## config.mk

```make
export PLATFORM = sky130hd
export DESIGN_NAME = sie_ctrl
export DESIGN_NICKNAME = d
export VERILOG_FILES = /design/src/sv/sie_pkg.sv /design/src/sv/sie_ctrl.sv
export SDC_FILE = /design/constraint.sdc
export NUM_CORES = 1
export LEC_CHECK = 0
export BUFFER_PORTS_ARGS = -buffer_cell sky130_fd_sc_hd__buf_2
export CORE_MARGIN = 5
export CORE_UTILIZATION = 45
export DETAILED_ROUTE_END_ITERATION = 8
export PLACE_DENSITY = 0.77
export SYNTH_ARGS = -nofsm -noshare
export SYNTH_HDL_FRONTEND = slang
export SYNTH_SLANG_ARGS = --single-unit
```

## constraint.sdc

```tcl
create_clock -name clk -period 1.3 [get_ports clk]
set_clock_uncertainty 0.1 [all_clocks]
set_input_delay 0.26 -clock clk [delete_from_list [all_inputs] [get_ports clk]]
set_output_delay 0.26 -clock clk [all_outputs]
set_load 0.05 [all_outputs]
```

## src/sv/sie_pkg.sv

```systemverilog
// Package for the inbreeding EM step block: constants, step codes,
// controller/datapath structs, rounding helpers and a saturating add. No dependencies.
`default_nettype none
package sie_pkg;

    localparam int ProbW   = 16;
    localparam int CoefW   = 16;
    localparam int AccW    = 40;
    localparam int DivNumW = 55;
    localparam int DivNarrowN = 17;

    localparam logic [16:0] PROB_ONE  = 17'd65536;
    localparam logic [16:0] PRIOR_FLOOR = 17'd7;
    localparam logic [39:0] ACC_MAX   = {40{1'b1}};

    // genotype codes
    localparam logic [1:0] GT_HOM_REF = 2'd0;
    localparam logic [1:0] GT_HET     = 2'd1;
    localparam logic [1:0] GT_HOM_ALT = 2'd2;
    localparam logic [1:0] GT_MISSING = 2'd3;

    // controller step codes
    localparam logic [3:0] ST_IDLE  = 4'd0;
    localparam logic [3:0] ST_PQ    = 4'd1;
    localparam logic [3:0] ST_ADJ   = 4'd2;
    localparam logic [3:0] ST_QQ    = 4'd3;
    localparam logic [3:0] ST_PP    = 4'd4;
    localparam logic [3:0] ST_PR1   = 4'd5;
    localparam logic [3:0] ST_FLOOR = 4'd6;
    localparam logic [3:0] ST_NDIV  = 4'd7;
    localparam logic [3:0] ST_NWAIT = 4'd8;
    localparam logic [3:0] ST_NMUL  = 4'd9;
    localparam logic [3:0] ST_PSUM  = 4'd10;
    localparam logic [3:0] ST_ACC   = 4'd11;
    localparam logic [3:0] ST_FIN   = 4'd12;
    localparam logic [3:0] ST_FWAIT = 4'd13;
    localparam logic [3:0] ST_OUT   = 4'd14;

    // divider operand select
    localparam logic [1:0] SEL_OBS = 2'd3;

    typedef struct packed {
        logic [3:0] step;
        logic [1:0] sel;
        logic       accept;
    } sie_cmd_t;

    typedef struct packed {
        logic div_done;
        logic mode;
        logic pp_zero;
        logic exp_zero;
        logic last;
        logic out_free;
    } sie_status_t;

    // unsigned round half up, drop 16 fraction bits
    function automatic logic [17:0] rnd16(input logic [33:0] v);
        logic [34:0] t;
        t = {1'b0, v} + 35'd32768;
        return t[33:16];
    endfunction

    // signed round half away from zero, drop 14 fraction bits
    function automatic logic signed [20:0] rnd_s14(input logic signed [33:0] v);
        logic [33:0] mag;
        logic [34:0] t;
        logic [20:0] r;
        mag = v[33] ? 34'(-v) : 34'(v);
        t = {1'b0, mag} + 35'd8192;
        r = t[34:14];
        return v[33] ? -$signed(r) : $signed(r);
    endfunction

    // saturating accumulator add
    function automatic logic [39:0] sat_add(input logic [39:0] a, input logic [39:0] b);
        logic [40:0] s;
        s = {1'b0, a} + {1'b0, b};
        return s[40] ? ACC_MAX : s[39:0];
    endfunction

endpackage
`default_nettype wire

```

## src/sv/sie_ctrl.sv

```systemverilog
// Controller state machine for the EM step: sequences the datapath steps.
// Depends on sie_pkg.
`default_nettype none
module sie_ctrl (
    input  wire logic              clk,
    input  wire logic              rst_n,
    input  wire logic              in_valid,
    output logic                   in_ready,
    input  wire sie_pkg::sie_status_t status,
    output sie_pkg::sie_cmd_t      cmd
);
    import sie_pkg::*;

    logic [3:0] state_reg, state_next;
    logic [1:0] sel_reg, sel_next;
    logic       accept;

    assign in_ready = (state_reg == ST_IDLE);
    assign accept   = in_valid && in_ready;

    // next state
    always_comb
    begin
        state_next = state_reg;
        sel_next   = sel_reg;
        case (state_reg)
            ST_IDLE:  if (accept) state_next = ST_PQ;
            ST_PQ:    state_next = ST_ADJ;
            ST_ADJ:   state_next = ST_QQ;
            ST_QQ:    state_next = ST_PP;
            ST_PP:    state_next = ST_PR1;
            ST_PR1:   state_next = ST_FLOOR;
            ST_FLOOR:
            begin
                sel_next   = 2'd0;
                state_next = status.mode ? ST_NDIV : ST_ACC;
            end
            ST_NDIV:  state_next = ST_NWAIT;
            ST_NWAIT:
            begin
                if (status.div_done)
                begin
                    state_next = (sel_reg == SEL_OBS) ? ST_ACC : ST_NMUL;
                end
            end
            ST_NMUL:
            begin
                if (sel_reg == 2'd2)
                begin
                    state_next = ST_PSUM;
                end
                else
                begin
                    sel_next   = sel_reg + 2'd1;
                    state_next = ST_NDIV;
                end
            end
            ST_PSUM:
            begin
                sel_next   = SEL_OBS;
                state_next = status.pp_zero ? ST_ACC : ST_NDIV;
            end
            ST_ACC:   state_next = status.last ? ST_FIN : ST_IDLE;
            ST_FIN:   state_next = status.exp_zero ? ST_OUT : ST_FWAIT;
            ST_FWAIT: if (status.div_done) state_next = ST_OUT;
            ST_OUT:   if (status.out_free) state_next = ST_IDLE;
            default:  state_next = ST_IDLE;
        endcase
    end

    always_ff @(posedge clk or negedge rst_n)
    begin
        if (!rst_n)
        begin
            state_reg <= ST_IDLE;
            sel_reg   <= '0;
        end
        else
        begin
            state_reg <= state_next;
            sel_reg   <= sel_next;
        end
    end

    assign cmd.step   = state_reg;
    assign cmd.sel    = sel_reg;
    assign cmd.accept = accept;
endmodule
`default_nettype wire

```

==> flow_summary_export.csv <==
group,metric,value,unit
logic_synthesis,yosysUniqueCellTypes,40,
logic_synthesis,synth_seq_area_share,22.99,%
power_and_ir_drop,finalPower,3.822,mW
placed_design,routabilityCongestion,0.8472,
timing,drv_slew,0,
setup_path,criticalPathCategory,"reg -> out",
logic_synthesis,synth-async-reset-ratio,100.0,%
route,wl_per_cell,22.58,um
finish,nNetsFinal,129,
logic_synthesis,syn-cell-area,653.1,um^2
timing,tightest_slew,0.3469,ns
global_route,grt_max_degree,10,
cts,cts_max_path_buffers,2,
timing,rsz0062_at_grt,"yes",
die,start_util,48.97,%
timing,whs,0.3167,ns
placed_design,placed_cells,117,
logic_synthesis,synth_flop_cell,"dfrtp_1",
die,die_h,48.10,um
setup_path,crit_arrival,1.41,ns
global_route,grt_overflow,0,
run,drv_cap,0,
logic_synthesis,synth_top_area_share,22.99,%
setup_path,cp.required,0.94,ns
logic_synthesis,yosysMostFrequentCell,"dfrtp_1",
power_and_ir_drop,pwr-share-clk,5.3,%
setup_path,reg2reg_depth,7,
placed_design,io_buffers,16,
logic_synthesis,syn-num-nets,85,
setup_path,reg2reg_to,"state_reg[1]",
placed_design,dp_hpwl,1407,um
timing,fin_crit,1.770,ns
setup_path,critPathSlowestCell,"dfrtp_2",
route,first_iter_violations,48,
logic_synthesis,syn_inst,74,
placed_design,place_ws,-0.1659,ns
outcome,outcome,"finished with violations",
finish,drive_above_1_share,66.38,%
power_and_ir_drop,internal_power,2.029,mW
logic_synthesis,avgSynthCellArea,8.826,um^2
finish,fin_util,91.74,%
logic_synthesis,synth_area_leader_cell,"dfrtp_1",
timing,finalCritPeriodShare,136.1,%
global_route,antenna_found_initial,0,
finish,fin_area,1224,um^2
die,die_x,48.10,um
finish,multiInputGateArea,541.8,um^2
logic_synthesis,synthTopCellsByCount,"6 x dfrtp_1, 4 x a21oi_1, 4 x buf_2, 4 x nand2b_1, 4 x nor2b_1",
finish,finalNonFillerCells,131,
logic_synthesis,synth_edf_count,0,
die,die-area,2313,um^2
die,core,1334,um^2
finish,synthToLayoutAreaGrowth,87.36,%
cts,cts_num_sinks,6,
finish,num_antenna_cells,0,
power_and_ir_drop,switching_share,46.91,%
power_and_ir_drop,ir_drop,0.001933,V
setup_path,regToRegStartpoint,"state_reg[1]",
setup_path,critPathMaxFanout,6,
finish,fill_cells,49,
timing,fmax,565.1,MHz
route,first_pass_iters,4,
route,via_per_inst,6.275,
route,vias,822,
timing,finalSetupViolCount,14,
power_and_ir_drop,seqPwrFrac,11.6,%
power_and_ir_drop,leakagePower,0.5385,nW
cts,htreeDepth,1,
power_and_ir_drop,p_per_area,3123,nW/um^2
timing,slew_headroom,76.82,%
route,ant_nets,0,
setup_path,startpoint_type,"flop",
cts,cts_root_buffer,"clkbuf_4",
logic_synthesis,synth-seq-cells,6,
power_and_ir_drop,p_comb_share,83.1,%
setup_path,slowest_delay,0.47,ns
die,rows,13,
logic_synthesis,synth.area.top_cells,"dfrtp_1 23%, nand2b_4 4.2%, o221ai_1 4.0%",
cts,clk_pin_slew,0.06,ns
setup_path,crit_chain,"nor4_4 -> and2_4 -> buf_8",
route,drt_wl_total,2958,um
timing,tns,-3.211,ns
logic_synthesis,yosysWarnings,0,
outcome,failed_checks,"setup timing",
global_route,grt_use_total,25.94,%
die,ios,17,
cts,cts_buffers,3,
finish,regArea,157.7,um^2
setup_path,ff2ff_setup_slack,-0.35,ns
timing,setup_slack,-0.4695,ns
cts,cts_tree,"done",
global_route,grt_pass1_wl,3864,um
power_and_ir_drop,power_switching,1.793,mW
timing,report.final.hold_viol_count,0,
finish,largest_reg_flops,4,
placed_design,placed_cell_area,892.1,um^2
hold_path,min_path_type,"in -> async",
route,drc,0,
cts,insertion_delay,0.26,ns
global_route,grt_pass1_vias,812,
setup_path,crit_path_end_kind,"output port",
layer usage:
metal  wire [um]  vias up  global-route usage [%]
met3         211       13                   7.749
li1            -      355                       -
met4         119        0                   17.74
met1        1109      404                   25.56
met2        1518       50                   46.17
met5           0        -                       0
repair_timing:
action,CTS,global route
gates resized for setup,42,14
buffers inserted,8,4
setup endpoints to repair,14,14
pin swaps,5,4
endpoints found under the hold margin,6,0
hold buffers,1,0
worst max path at each step:
stage | to | start | slack [ns]
floorplan | cmd[0] | state_reg[3] | -0.93
global placement | sel_reg[0] | sel_reg[0] | -0.15
finish | cmd[0] | state_reg[2] | -0.47
global route | cmd[0] | state_reg[2] | -0.50
detailed placement | sel_reg[0] | sel_reg[0] | -0.17
CTS | cmd[0] | state_reg[1] | -0.35
worst max-delay path, delay by kind of cell (launching register included):
family,cells,cell delay (ns)
and+or+nand+nor,2,0.53
DFF,1,0.47
buffers and inverters,1,0.14
power by group through the flow:
stage	Combinational, mW	Sequential, mW	Clock [mW]
after floorplan	1.28	0.657	0
after global placement	1.95	0.447	0
after detailed placement	1.99	0.455	0
after CTS	2.79	0.433	0.202
after global routing	3.30	0.453	0.211
final	3.18	0.445	0.201
cells by family (layout without fill, tap and decap cells):
logic type,after synthesis,in the layout,share of synthesized area [%]
muxes,2,2,3.257
adders and majority gates,2,2,3.831
buffers and inverters,12,54,11.69
DFF,6,6,22.99
xor gates and xnor gates,2,2,2.682
AOI/OAI and AO/OA,22,22,25.29
and+or+nand+nor,28,28,30.27
cells in the final DEF (no fill, tap or decap), drive strengths merged, types with 3 or more instances in the layout:
cell	synthesis	final
nand2b	6	6
inv	3	3
o21ai	4	4
buf	9	47
a21oi	4	4
dfrtp	6	6
nand3	3	3
clkbuf	0	3
o221ai	3	3
nor2b	4	4
area by class of cell:
| cell class | instances | area share, % |
|---|---|---|
| flip-flops and latches | 6 | 12.88 |
| inverters | 3 | 1.125 |
| repair buffers | 48 | 38.34 |
| well taps | 15 | 1.534 |
| clock buffers | 3 | 1.840 |
| multi-input cells | 56 | 44.27 |
Power figures use the tool's default switching activity.
